`src/sv/mexp_pkg.sv`:
```
package mexp_pkg;

  // operand widths
  localparam int EXP_BITS       = 63;
  localparam int MOD_BITS       = 31;
  localparam int BASE_BITS      = 63;
  localparam int PROD_BITS      = 2 * MOD_BITS;
  // the serial reducer takes the wider of the base and a full product
  localparam int RED_BITS       = (BASE_BITS > PROD_BITS) ? BASE_BITS : PROD_BITS;
  localparam int CNT_BITS       = $clog2(RED_BITS);
  localparam logic [CNT_BITS-1:0] CNT_LAST = CNT_BITS'(RED_BITS - 1);

  // configuration port
  localparam int CFG_DATA_BITS  = 32;
  localparam int CFG_ADDR_BITS  = 3;
  localparam logic CFG_IDX_MODULUS = 1'b0;
  localparam logic [MOD_BITS-1:0] MODULUS_RESET = MOD_BITS'(1000000007);

  typedef enum logic [2:0] {
    ST_IDLE,
    ST_BASE_RED,
    ST_BASE_SET,
    ST_CHECK,
    ST_MUL,
    ST_RED,
    ST_UPDATE,
    ST_FINISH
  } state_t;

  // controller to datapath
  typedef struct packed {
    logic start;
    logic red_step;
    logic base_set;
    logic mul_load;
    logic bit_update;
    logic out_load;
  } dp_cmd_t;

  // datapath to controller
  typedef struct packed {
    logic exp_zero;
  } dp_status_t;

  // datapath to one reducer lane
  typedef struct packed {
    logic load;
    logic step;
  } red_cmd_t;

endpackage

```
`src/sv/mexp_ctrl.sv`:
```
module mexp_ctrl import mexp_pkg::*; (
  input  logic       clk,
  input  logic       rst_n,
  input  logic       in_valid,
  input  logic       out_stall,
  input  dp_status_t status,
  output logic       in_stall,
  output logic       out_valid,
  output dp_cmd_t    cmd
);

  state_t              state_r, state_nxt;
  logic [CNT_BITS-1:0] cnt_r, cnt_nxt;
  logic                out_valid_r, out_valid_nxt;
  logic                slot_free;

  assign slot_free = !out_valid_r || !out_stall;

  // next state
  always_comb begin
    state_nxt = state_r;
    case (state_r)
      ST_IDLE: begin
        if (in_valid) state_nxt = ST_BASE_RED;
      end
      ST_BASE_RED: begin
        if (cnt_r == '0) state_nxt = ST_BASE_SET;
      end
      ST_BASE_SET: state_nxt = ST_CHECK;
      ST_CHECK: begin
        state_nxt = status.exp_zero ? ST_FINISH : ST_MUL;
      end
      ST_MUL: state_nxt = ST_RED;
      ST_RED: begin
        if (cnt_r == '0) state_nxt = ST_UPDATE;
      end
      ST_UPDATE: state_nxt = ST_CHECK;
      ST_FINISH: begin
        if (slot_free) state_nxt = ST_IDLE;
      end
      default: state_nxt = ST_IDLE;
    endcase
  end

  // reduction step counter
  always_comb begin
    cnt_nxt = cnt_r;
    if ((state_r == ST_IDLE && in_valid) || state_r == ST_MUL) begin
      cnt_nxt = CNT_LAST;
    end else if (state_r == ST_BASE_RED || state_r == ST_RED) begin
      cnt_nxt = cnt_r - 1'b1;
    end
  end

  // datapath commands
  always_comb begin
    cmd            = '0;
    in_stall       = 1'b1;
    case (state_r)
      ST_IDLE: begin
        in_stall  = 1'b0;
        cmd.start = in_valid;
      end
      ST_BASE_RED: cmd.red_step   = 1'b1;
      ST_BASE_SET: cmd.base_set   = 1'b1;
      ST_CHECK:    cmd            = '0;
      ST_MUL:      cmd.mul_load   = 1'b1;
      ST_RED:      cmd.red_step   = 1'b1;
      ST_UPDATE:   cmd.bit_update = 1'b1;
      ST_FINISH:   cmd.out_load   = slot_free;
      default:     cmd            = '0;
    endcase
  end

  // output valid: set on load, drop once the transfer completes
  always_comb begin
    out_valid_nxt = out_valid_r;
    if (cmd.out_load) begin
      out_valid_nxt = 1'b1;
    end else if (!out_stall) begin
      out_valid_nxt = 1'b0;
    end
  end

  always_ff @(posedge clk) begin
    if (!rst_n) begin
      state_r     <= ST_IDLE;
      cnt_r       <= '0;
      out_valid_r <= 1'b0;
    end else begin
      state_r     <= state_nxt;
      cnt_r       <= cnt_nxt;
      out_valid_r <= out_valid_nxt;
    end
  end

  assign out_valid = out_valid_r;

endmodule
```
`config.mk`:
```
export PLATFORM = sky130hd
export DESIGN_NAME = mexp_ctrl
export DESIGN_NICKNAME = d
export VERILOG_FILES = /design/src/sv/mexp_pkg.sv /design/src/sv/mexp_ctrl.sv
export SDC_FILE = /design/constraint.sdc
export NUM_CORES = 1
export LEC_CHECK = 0
export ABC_AREA = 1
export BUFFER_PORTS_ARGS = -buffer_cell sky130_fd_sc_hd__buf_4
export CELL_PAD_IN_SITES_DETAIL_PLACEMENT = 0
export CELL_PAD_IN_SITES_GLOBAL_PLACEMENT = 1
export CORE_MARGIN = 5
export CORE_UTILIZATION = 30
export DETAILED_ROUTE_END_ITERATION = 16
export PLACE_DENSITY_LB_ADDON = 0.1
export SLEW_MARGIN = 20
export SYNTH_ARGS = -nofsm -noshare
export SYNTH_HDL_FRONTEND = slang
export SYNTH_SLANG_ARGS = --single-unit
```
`constraint.sdc`:
```
create_clock -name clk -period 1.1 [get_ports clk]
set_input_delay 0.11 -clock clk [delete_from_list [all_inputs] [get_ports clk]]
set_output_delay 0.11 -clock clk [all_outputs]
set_load 0.01 [all_outputs]
```
==> summary.md, run 1 <==
| Metric | Value |
|---|---|
| Sequential share of the synthesized area | `33.40%` |
| Register-to-register setup slack | `-0.09 ns` |
| Crit-path leading delay family | `flip-flops` |
| Mapped Cells | `99` |
| Avg Inst Size Synth | `6.054 sq um` |
| Worst setup path start | `state_r[0]$_SDFFE_PN0P_` |
| Fin crit share | `114.2%` |
| Crit-path slowest cell | `dfxtp_4` |
| Hold_sp | `rst_n` |
| H-tree depth | `1` |
| Vias in the first global route | `619` |
| Clock network fraction of total power | `21.3%` |
| Latest clock arrival within the worst-skew pair | `0.27 ns` |
| Final setup fails | `16` |
| Failing checks | `setup timing` |
| Core area | `0.001942 sq mm` |
| Worst slew margin | `87.22%` |
| CP max FO | `5` |
| Final worst path period need | `1.256 ns` |
| #FFs+latches synth | `10` |
| Setup WS post-layout | `-0.1560 ns` |
| Final Hold Slack | `0.09428 ns` |
| Final setup skew | `0.003233 ns` |
| Final Net Count | `141` |
| R2R Path End | `state_r[1]$_SDFFE_PN0P_` |
| CP Capture Type | `primary output` |
| IR drop worst, VDD | `0.7328 mV` |
| Layer carrying the most global-route usage | `met2` |
| Final core utilization | `50.90%` |
| P_leak | `0.5180 nW` |
| TritonCTS Buffers | `3` |
| GR Util met2 | `23.23%` |
| Met1 Usage GRT | `13.64%` |
| ANT cells | `0` |
| Initial antenna violation count | `0` |
| WP buf/inv | `4` |
| Most common cell after layout, fill and taps aside | `buf_4` |
| Initial Util | `30.86%` |
| Initial DRT Pass Iterations | `4` |
| Fill cells | `205` |
| Antenna-violating nets left | `0` |
| HPWL Detailed | `1198 um` |
| Synthesis Warnings | `0` |
| Slew Limit Fails | `0` |
| First-pass GRT wire length | `2656 um` |
| Layout cells sized above 1 | `44.36%` |
| Critical Path AT | `1.15 ns` |
| Crit start category | `register` |
| Worst hold endpoint | `cnt_r[2]$_SDFFE_PN0P_` |
| Grt total ovfl | `0` |
| Global Route Usage Sum | `12.75%` |
| Port bufs | `12` |
| CTS Hold Bufs | `0` |
| Required @ worst endpoint | `0.99 ns` |
| Fin cells | `160` |
| Outcome | `complete, but fails checks` |
| FF-to-FF Start | `state_r[0]$_SDFFE_PN0P_` |
| Clock buffer depth | `2` |
| Die area | `0.002992 sq mm` |
| Placer's final routability congestion estimate | `0.7786` |
| Die Ht | `54.70 um` |
| Ports | `13` |
| CP Cell Sequence | `inv_4 -> nor2_4 -> buf_12 -> buf_6 -> buf_6` |
| MaxCap Viol Count | `0` |
| Setup TNS | `-1.296 ns` |
| Syn-to-layout area delta | `64.93%` |
| PwrDens | `1299 mW/mm^2` |
| Clk root buf | `clkbuf_4` |
| Drc violations | `0` |
| Slew at the pin closest to its max-slew limit | `0.1910 ns` |
| Crit path top cell by count | `buf_6` |
| Initial drt markers | `15` |
| CP Class | `reg2out` |
| Via Count | `689` |
| CTS tree | `done` |
| Net Count, Synth | `106` |
| Hold Crit Depth | `3` |
| F_max | `0.7962 GHz` |
| Reg2Reg Depth | `8` |
| Switching share of power | `35.32%` |
| P_sw | `453.4 uW` |
| Comb power frac | `42.3%` |
| Yosys cell types | `15` |
| Sequential power share | `36.4%` |
| RSZ-0062 raised after global routing | `true` |
| Largest net degree at the start of global routing | `8` |
| Hold Crit Class | `in2reg` |
| Hold Vio Cnt, Final | `0` |
| Final wirelength | `1651 um` |
| Commonest non-fill, non-tap cells in the layout | `buf_4 (26), nand2_1 (17), inv_1 (15)` |
| P_int | `830.3 uW` |
| Placed cells | `147` |
| M3 GR Usage | `3.542%` |
| Wire per inst | `10.32 um` |
| Reg clk slew, reported paths | `0.07 ns` |
| Die width | `54.70 um` |
| Synthesized area | `599.3 sq um` |
| Clk sink count | `10` |
| Largest stage delay on the critical path | `0.41 ns` |
| Std cell rows | `16` |
| Vias per cell | `4.306` |
-- registers in the layout, indices dropped and copies added, names as in the netlist --
signal,cells
cnt_r,6
out_valid,1
state_r,3
-- how the worst max path moves through the flow --
stage / end / slack, ns / cells after the start
2_1_floorplan: cnt_r[4]$_SDFFE_PN0P_ / -0.01 / 7
5_1_grt: cnt_r[5]$_SDFFE_PN0P_ / -0.21 / 7
4_1_cts: cmd[5] / -0.14 / 4
6_report: cmd[4] / -0.16 / 5
3_3_place_gp: state_r[2]$_SDFFE_PN0P_ / -0.13 / 8
3_5_place_dp: state_r[2]$_SDFFE_PN0P_ / -0.15 / 8
-- power groups by stage --
| stage | combinational (mW) | sequential (mW) | clock (mW) |
|---|---|---|---|
| finish | 0.543 | 0.467 | 0.273 |
| global route | 0.612 | 0.475 | 0.305 |
| CTS | 0.490 | 0.462 | 0.288 |
| detailed placement | 0.419 | 0.460 | 0 |
| global placement | 0.422 | 0.461 | 0 |
| floorplan | 0.256 | 0.446 | 0 |
-- final cells by class --
type / count / area (sq um) / share of cell area (%)
clock buffer: 4 / 26.28 / 2.658
sequential: 10 / 209.0 / 21.14
timing repair buffer: 32 / 271.5 / 27.47
tap: 27 / 33.78 / 3.418
inverter: 22 / 87.58 / 8.861
multi-input combinational: 65 / 360.3 / 36.46
-- worst reg2reg max path: cells and delay by family (launching register included) --
family / cells / cell delay, ns
buffers and inverters: 3 / 0.29
AND/OR/NAND/NOR: 4 / 0.31
flip-flops: 1 / 0.41
AO/OA/AOI/OAI: 1 / 0.11
-- through the flow --
stage | total power, mW | setup slack (ns) | area [sq um]
floorplan | 0.7014 | -0.01415 | 605.6
global route | 1.392 | -0.2110 | 988.4
global placement | 0.8833 | -0.1278 | 797.0
finish | 1.284 | -0.1560 | 988.4
CTS | 1.241 | -0.1382 | 943.4
detailed placement | 0.8796 | -0.1523 | 797.0
-- Yosys cell counts, drive strengths merged --
| library cell | count | area (sq um) |
|---|---|---|
| inv | 22 | 82.58 |
| nand2 | 20 | 75.07 |
| nor2 | 20 | 82.58 |
| dfxtp | 10 | 200.2 |
| nand3 | 6 | 30.03 |
| a21oi | 5 | 25.02 |
| nand4 | 5 | 31.28 |
| o21ai | 5 | 25.02 |
| buf | 2 | 12.51 |
| ha | 2 | 25.02 |
| nor3 | 2 | 10.01 |
-- kinds of logic (layout without fill, tap and decap cells) --
kind of cell	count (synthesis)	count (layout)	share of synthesized area (%)
adder cells (fa/ha/maj)	2	2	4.175
AO/OA/AOI/OAI	10	10	8.349
buffers and inverters	24	58	15.87
flip-flops	10	10	33.40
AND/OR/NAND/NOR	53	53	38.20
-- timing repair --
item	in CTS	in global routing
pin swaps	8	6
gates cloned	0	0
setup endpoints to repair	15	16
resized for setup	26	9
buffers inserted	8	2
-- routing by layer --
| layer | share of wire [%] | wire length, um |
|---|---|---|
| met1 | 39 | 648 |
| met2 | 54 | 884 |
| met3 | 6.0 | 99 |
| met4 | 1.2 | 19 |
| met5 | 0 | 0 |
No activity file was read; power rests on OpenSTA's default activity.
==> run 2, diff against run 1 <==
Settings changed: RECOVER_POWER set to 25.
==> run 2 against run 1 <==
  * The flow still finishes with violations (setup timing)
  * Routed wire length barely moved
  * Clock skew is the same
  * Sequential cell count unchanged
  * Critical path type unchanged
  * Critical endpoint unchanged
  * Largest cell class unchanged
==> summary.md, run 2 (same netlist as run 1, synthesis figures left out) <==
| Metric | Value |
|---|---|
| Slew Limit Fails | `0 (unchanged)` |
| Worst slew margin | `87.22% (unchanged)` |
| Setup WS post-layout | `-0.1560 ns (unchanged)` |
| Crit-path slowest cell | `dfxtp_4` |
| Clock buffer depth | `2 (unchanged)` |
| Largest Register | `cnt_r` |
| Drc violations | `0 (unchanged)` |
| P_leak | `0.5138 nW (-0.83%)` |
| Fin crit share | `114.2% (unchanged)` |
| Final setup fails | `16 (unchanged)` |
| Die Ht | `54.70 um (unchanged)` |
| F_max | `0.7962 GHz (unchanged)` |
| First-pass GRT wire length | `2656 um (unchanged)` |
| Most common cell after layout, fill and taps aside | `buf_4` |
| Crit-path leading delay family | `flip-flops` |
| Vias per cell | `4.306 (unchanged)` |
| Failing checks | `setup timing` |
| Final worst path period need | `1.256 ns (unchanged)` |
| Syn-to-layout area delta | `64.30%` |
| Initial drt markers | `15 (unchanged)` |
| Clk sink count | `10 (unchanged)` |
| TritonCTS Buffers | `3 (unchanged)` |
| Port bufs | `12 (unchanged)` |
| Die width | `54.70 um (unchanged)` |
| Die area | `0.002992 sq mm (unchanged)` |
| CTS Hold Bufs | `0 (unchanged)` |
| Core area | `0.001942 sq mm (unchanged)` |
| Reg clk slew, reported paths | `0.07 ns (about the same)` |
| Final instance area | `984.7 sq um (-0.38%)` |
| Tot Pwr | `1.284 mW (about the same)` |
| Fill cells | `207 (+0.98%)` |
| Crit start category | `register` |
| Vias in the first global route | `619 (unchanged)` |
| RSZ-0062 raised after global routing | `true` |
| Largest register FFs | `6 (unchanged)` |
| Register-to-register setup slack | `-0.09 ns (about the same)` |
| CP Cell Sequence | `inv_4 -> nor2_4 -> buf_12 -> buf_6 -> buf_6` |
| Required @ worst endpoint | `0.99 ns (about the same)` |
| Final setup skew | `0.003233 ns (unchanged)` |
| Wire per inst | `10.31 um (about the same)` |
| Ports | `13 (unchanged)` |
| Final core utilization | `50.71% (-0.19 points)` |
| Largest net degree at the start of global routing | `8 (unchanged)` |
| Hold Vio Cnt, Final | `0 (unchanged)` |
| CP Capture Type | `primary output` |
| PwrDens | `1304 mW/mm^2 (+0.38%)` |
| Commonest non-fill, non-tap cells in the layout | `buf_4 (25), nand2_1 (17), inv_1 (15)` |
| WP buf/inv | `4 (unchanged)` |
| Antenna-violating nets left | `0 (unchanged)` |
| Final Net Count | `141 (unchanged)` |
| Clk root buf | `clkbuf_4` |
| Outcome | `complete, but fails checks` |
| Slew at the pin closest to its max-slew limit | `0.1910 ns (unchanged)` |
| Initial antenna violation count | `0 (unchanged)` |
| Initial Util | `30.86% (unchanged)` |
| Std cell rows | `16 (unchanged)` |
| IR drop worst, VDD | `0.7328 mV (unchanged)` |
| Final wirelength | `1650 um (about the same)` |
| DP Area | `797.0 sq um (unchanged)` |
| CP Class | `reg2out` |
| Initial DRT Pass Iterations | `4 (unchanged)` |
| Grt total ovfl | `0 (unchanged)` |
| ANT cells | `0 (unchanged)` |
| MaxCap Viol Count | `0 (unchanged)` |
| Latest clock arrival within the worst-skew pair | `0.27 ns (about the same)` |
| Placer's final routability congestion estimate | `0.7786 (unchanged)` |
| Critical Path AT | `1.15 ns (about the same)` |
| Largest stage delay on the critical path | `0.41 ns (about the same)` |
| CTS tree | `done` |
| Hold Crit Class | `in2reg` |
| Setup TNS | `-1.296 ns (-0.00004000 ns)` |
| H-tree depth | `1 (unchanged)` |
| Global Route Usage Sum | `12.75% (unchanged)` |
| CP max FO | `5 (unchanged)` |
| Layout cells sized above 1 | `43.61% (-0.75 points)` |
| Crit path top cell by count | `buf_6` |
| Via Count | `689 (unchanged)` |
| HPWL Detailed | `1198 um (unchanged)` |
==> run 2: changes by cell type in the layout (fill, tap and decap cells not counted) <==
cell,previous run,this run
buf_4,26,25
clkbuf_1,1,2
==> run 2: area by class of cell <==
cell class / count / area, sq um / share of cell area [%]
flip-flops and latches: 10 / 209.0 / 21.22
repair buffers: 32 / 267.8 / 27.19
well taps: 27 / 33.78 / 3.431
clock buffers: 4 / 26.28 / 2.668
multi-input cells: 65 / 360.3 / 36.59
inverters: 22 / 87.58 / 8.895
==> run 2: routing by layer <==
metal | wire [um] | share of wire (%) | global-route usage, % | vias up
li1 | - | - | - | 372
met1 | 649 | 39 | 13.64 | 299
met2 | 881 | 53 | 23.23 | 16
met3 | 99 | 6.0 | 3.542 | 2
met4 | 19 | 1.2 | 4.979 | 0
met5 | 0 | 0 | 0 | -
==> run 2: stage by stage <==
step           std cells  hold WS [ns]  worst slack, ns
3_5_place_dp         147        0.3712          -0.1523
2_1_floorplan         99        0.2076         -0.01415
5_1_grt              160        0.1071          -0.2110
3_3_place_gp         147        0.3720          -0.1278
4_1_cts              159       0.09352          -0.1382
6_report             160       0.09425          -0.1560
==> run 2: what timing repair did <==
| item | in CTS | in global routing |
|---|---|---|
| resized for setup | 26 | 9 |
| setup endpoints to repair | 15 | 16 |
| buffers inserted | 8 | 2 |
| pin swaps | 8 | 6 |
==> run 2: worst min-delay path: cells and delay by family <==
family	cells	cell delay, ns
buffers and inverters	2	0.17
AND/OR/NAND/NOR	1	0.06
==> run 2: power by group <==
group,leakage [nW],switching [mW],total [mW],internal (mW)
clock,0.0150,0.133,0.273,0.140
combinational,0.414,0.265,0.543,0.279
sequential,0.0844,0.0560,0.467,0.411
==> run 2: path summary, 6_finish.rpt <==
kind                           start                       to  cells past startpoint
max          state_r[0]$_SDFFE_PN0P_                   cmd[4]                      5
min                            rst_n    cnt_r[2]$_SDFFE_PN0P_                      3
max reg2reg  state_r[0]$_SDFFE_PN0P_  state_r[1]$_SDFFE_PN0P_                      8
min reg2reg   out_valid$_SDFFE_PN0P_   out_valid$_SDFFE_PN0P_                      2
==> run 3, diff against run 2 <==
Settings changed: BUFFER_PORTS_ARGS -buffer_cell sky130_fd_sc_hd__buf_4 to -buffer_cell sky130_fd_sc_hd__buf_2.
==> run 3 against run 2 <==
  * The run still ends with setup timing left
  * Via count shrank 0.15%
  * Combinational power increased by 1%
  * Clock skew is 0.0014 ns lower
  * Routed wire length rose by 1.2%
  * Clock power decreased by 2%
  * Critical path depth rose by 1
  * Clock-buffer cell count stayed put
  * Die area stayed put
  * Register-to-register slack barely moved
  * Non-clock buffer count shrank 2
  * Maximum frequency grew 0.80%
==> summary.md, run 3 (same netlist as run 1, synthesis figures left out) <==
| Metric | Value |
|---|---|
| Latest clock arrival within the worst-skew pair | `0.26 ns (about the same)` |
| Slew Limit Fails | `0 (unchanged)` |
| DP Area | `767.0 sq um (-3.8%)` |
| R2R Path End | `cnt_r[2]$_SDFFE_PN0P_` |
| Initial DRT Pass Iterations | `4 (unchanged)` |
| CP Capture Type | `primary output` |
| Die Ht | `54.70 um (unchanged)` |
| P_leak | `0.5023 nW (-2.2%)` |
| Outcome | `complete, but fails checks` |
| Final worst path period need | `1.246 ns (-0.009976 ns)` |
| Crit start category | `register` |
| Std cell rows | `16 (unchanged)` |
| CP max FO | `4 (-1)` |
| Global Route Usage Sum | `13.09% (+0.34 points)` |
| F_max | `0.8026 GHz (+0.80%)` |
| Vias per cell | `4.354 (+1.1%)` |
| Clock buffer depth | `2 (unchanged)` |
| Via Count | `688 (-0.15%)` |
| Syn-to-layout area delta | `60.96%` |
| Worst setup path start | `state_r[1]$_SDFFE_PN0P_` |
| Critical Path AT | `1.14 ns (about the same)` |
| ANT cells | `0 (unchanged)` |
| Hold Crit Class | `in2reg` |
| Core area | `0.001942 sq mm (unchanged)` |
| MaxCap Viol Count | `0 (unchanged)` |
| H-tree depth | `1 (unchanged)` |
| Antenna-violating nets left | `0 (unchanged)` |
| Initial drt markers | `5 (-10)` |
| FF-to-FF Start | `state_r[1]$_SDFFE_PN0P_` |
| Worst slew margin | `81.61% (-5.6 points)` |
| Fin crit share | `113.3% (-0.91 points)` |
| Placer's final routability congestion estimate | `0.7247 (-6.9%)` |
| Die area | `0.002992 sq mm (unchanged)` |
| Grt total ovfl | `0 (unchanged)` |
| Vias in the first global route | `648 (+4.7%)` |
| Clk root buf | `clkbuf_4` |
| Hold_sp | `out_stall` |
| Final wirelength | `1670 um (+1.2%)` |
| RSZ-0062 raised after global routing | `true` |
| Reg2Reg Depth | `9 (+1)` |
| Slew at the pin closest to its max-slew limit | `0.2748 ns (+0.08379 ns)` |
| CTS Hold Bufs | `0 (unchanged)` |
| Fill cells | `209 (+0.97%)` |
| Most common cell after layout, fill and taps aside | `nand2_1` |
| Largest Register | `cnt_r` |
| Register-to-register setup slack | `-0.08 ns (about the same)` |
| CP Class | `reg2out` |
| Largest net degree at the start of global routing | `8 (unchanged)` |
| HPWL Detailed | `1196 um (-0.18%)` |
| Wire per inst | `10.57 um (+2.5%)` |
| Layout cells sized above 1 | `46.56% (+3.0 points)` |
| Final setup skew | `0.001787 ns (-0.001446 ns)` |
| First-pass GRT wire length | `2766 um (+4.1%)` |
| CTS tree | `done` |
| Initial antenna violation count | `0 (unchanged)` |
| Required @ worst endpoint | `0.99 ns (about the same)` |
| IR drop worst, VDD | `0.6658 mV (-9.1%)` |
| PwrDens | `1323 mW/mm^2 (+1.5%)` |
| Final setup fails | `12 (-4)` |
| Drc violations | `0 (unchanged)` |
| Reg clk slew, reported paths | `0.07 ns (about the same)` |
| Hold Crit Depth | `3 (unchanged)` |
| Commonest non-fill, non-tap cells in the layout | `nand2_1 (16), inv_1 (15), nor2_1 (14)` |
| Port bufs | `12 (unchanged)` |
| Final instance area | `964.7 sq um (-2.0%)` |
| Hold Vio Cnt, Final | `0 (unchanged)` |
| Setup WS post-layout | `-0.1460 ns (+0.009976 ns)` |
| Largest register FFs | `6 (unchanged)` |
| Final Net Count | `139 (-1.4%)` |
| Fin cells | `158 (-1.3%)` |
| Die width | `54.70 um (unchanged)` |
| Clk sink count | `10 (unchanged)` |
| TritonCTS Buffers | `3 (unchanged)` |
| Worst hold endpoint | `out_valid$_SDFFE_PN0P_` |
| Ports | `13 (unchanged)` |
| Placed cells | `147 (unchanged)` |
| Initial Util | `30.86% (unchanged)` |
| Failing checks | `setup timing` |
## run 3: power by group
group          internal [mW]  switching, mW
clock network          0.140          0.128
registers              0.412         0.0468
logic                  0.265          0.286
## run 3: metrics by stage
stage	hold slack, ns	utilization [%]	worst slack (ns)	total power, mW	TNS (ns)
2_1_floorplan	0.2076	-	-0.01415	0.7014	-0.01415
6_report	0.1213	49.68	-0.1460	1.277	-0.9073
3_5_place_dp	0.4049	39.50	-0.1148	0.8619	-0.6015
3_3_place_gp	0.3937	39.50	-0.09777	0.8642	-0.3263
4_1_cts	0.1141	45.75	-0.1250	1.222	-1.062
5_1_grt	0.1235	49.68	-0.2161	1.392	-2.052
## run 3: worst max-delay path by stage
stage	end	slack [ns]
CTS	cmd[4]	-0.13
detailed placement	state_r[2]$_SDFFE_PN0P_	-0.11
global placement	state_r[2]$_SDFFE_PN0P_	-0.1
global route	cmd[3]	-0.22
finish	cmd[1]	-0.15
floorplan	cnt_r[4]$_SDFFE_PN0P_	-0.01
## run 3: final cells by class
type | count | area (sq um) | share of cell area, %
clock buffer | 4 | 26.28 | 2.724
timing repair buffer | 30 | 235.2 | 24.38
tap | 27 | 33.78 | 3.502
sequential | 10 | 210.2 | 21.79
inverter | 22 | 87.58 | 9.079
multi-input combinational | 65 | 371.6 | 38.52
## run 3: worst max-delay path: stages, from the launching register on
cell and delay [ns]:
dfxtp_4 0.38, buf_6 0.11, inv_4 0.03, nor2_4 0.08
inv_2 0.04, nor2_1 0.09, buf_2 0.13
## run 3: timing repair
| action | in CTS | in global routing |
|---|---|---|
| cloned | 0 | 0 |
| setup endpoints to repair | 15 | 16 |
| buffers inserted | 5 | 2 |
| pin swaps | 11 | 9 |
| resized for setup | 22 | 21 |
| hold endpoints to repair | 0 | 0 |
## run 3: metal layers
metal  part of all wire, %  GRT usage, %  vias up
li1                      -             -      369
met1                    42         14.61      306
met2                    53         23.43       11
met3                   4.0         2.452        2
met4                  0.48         6.224        0
met5                     0             0        -
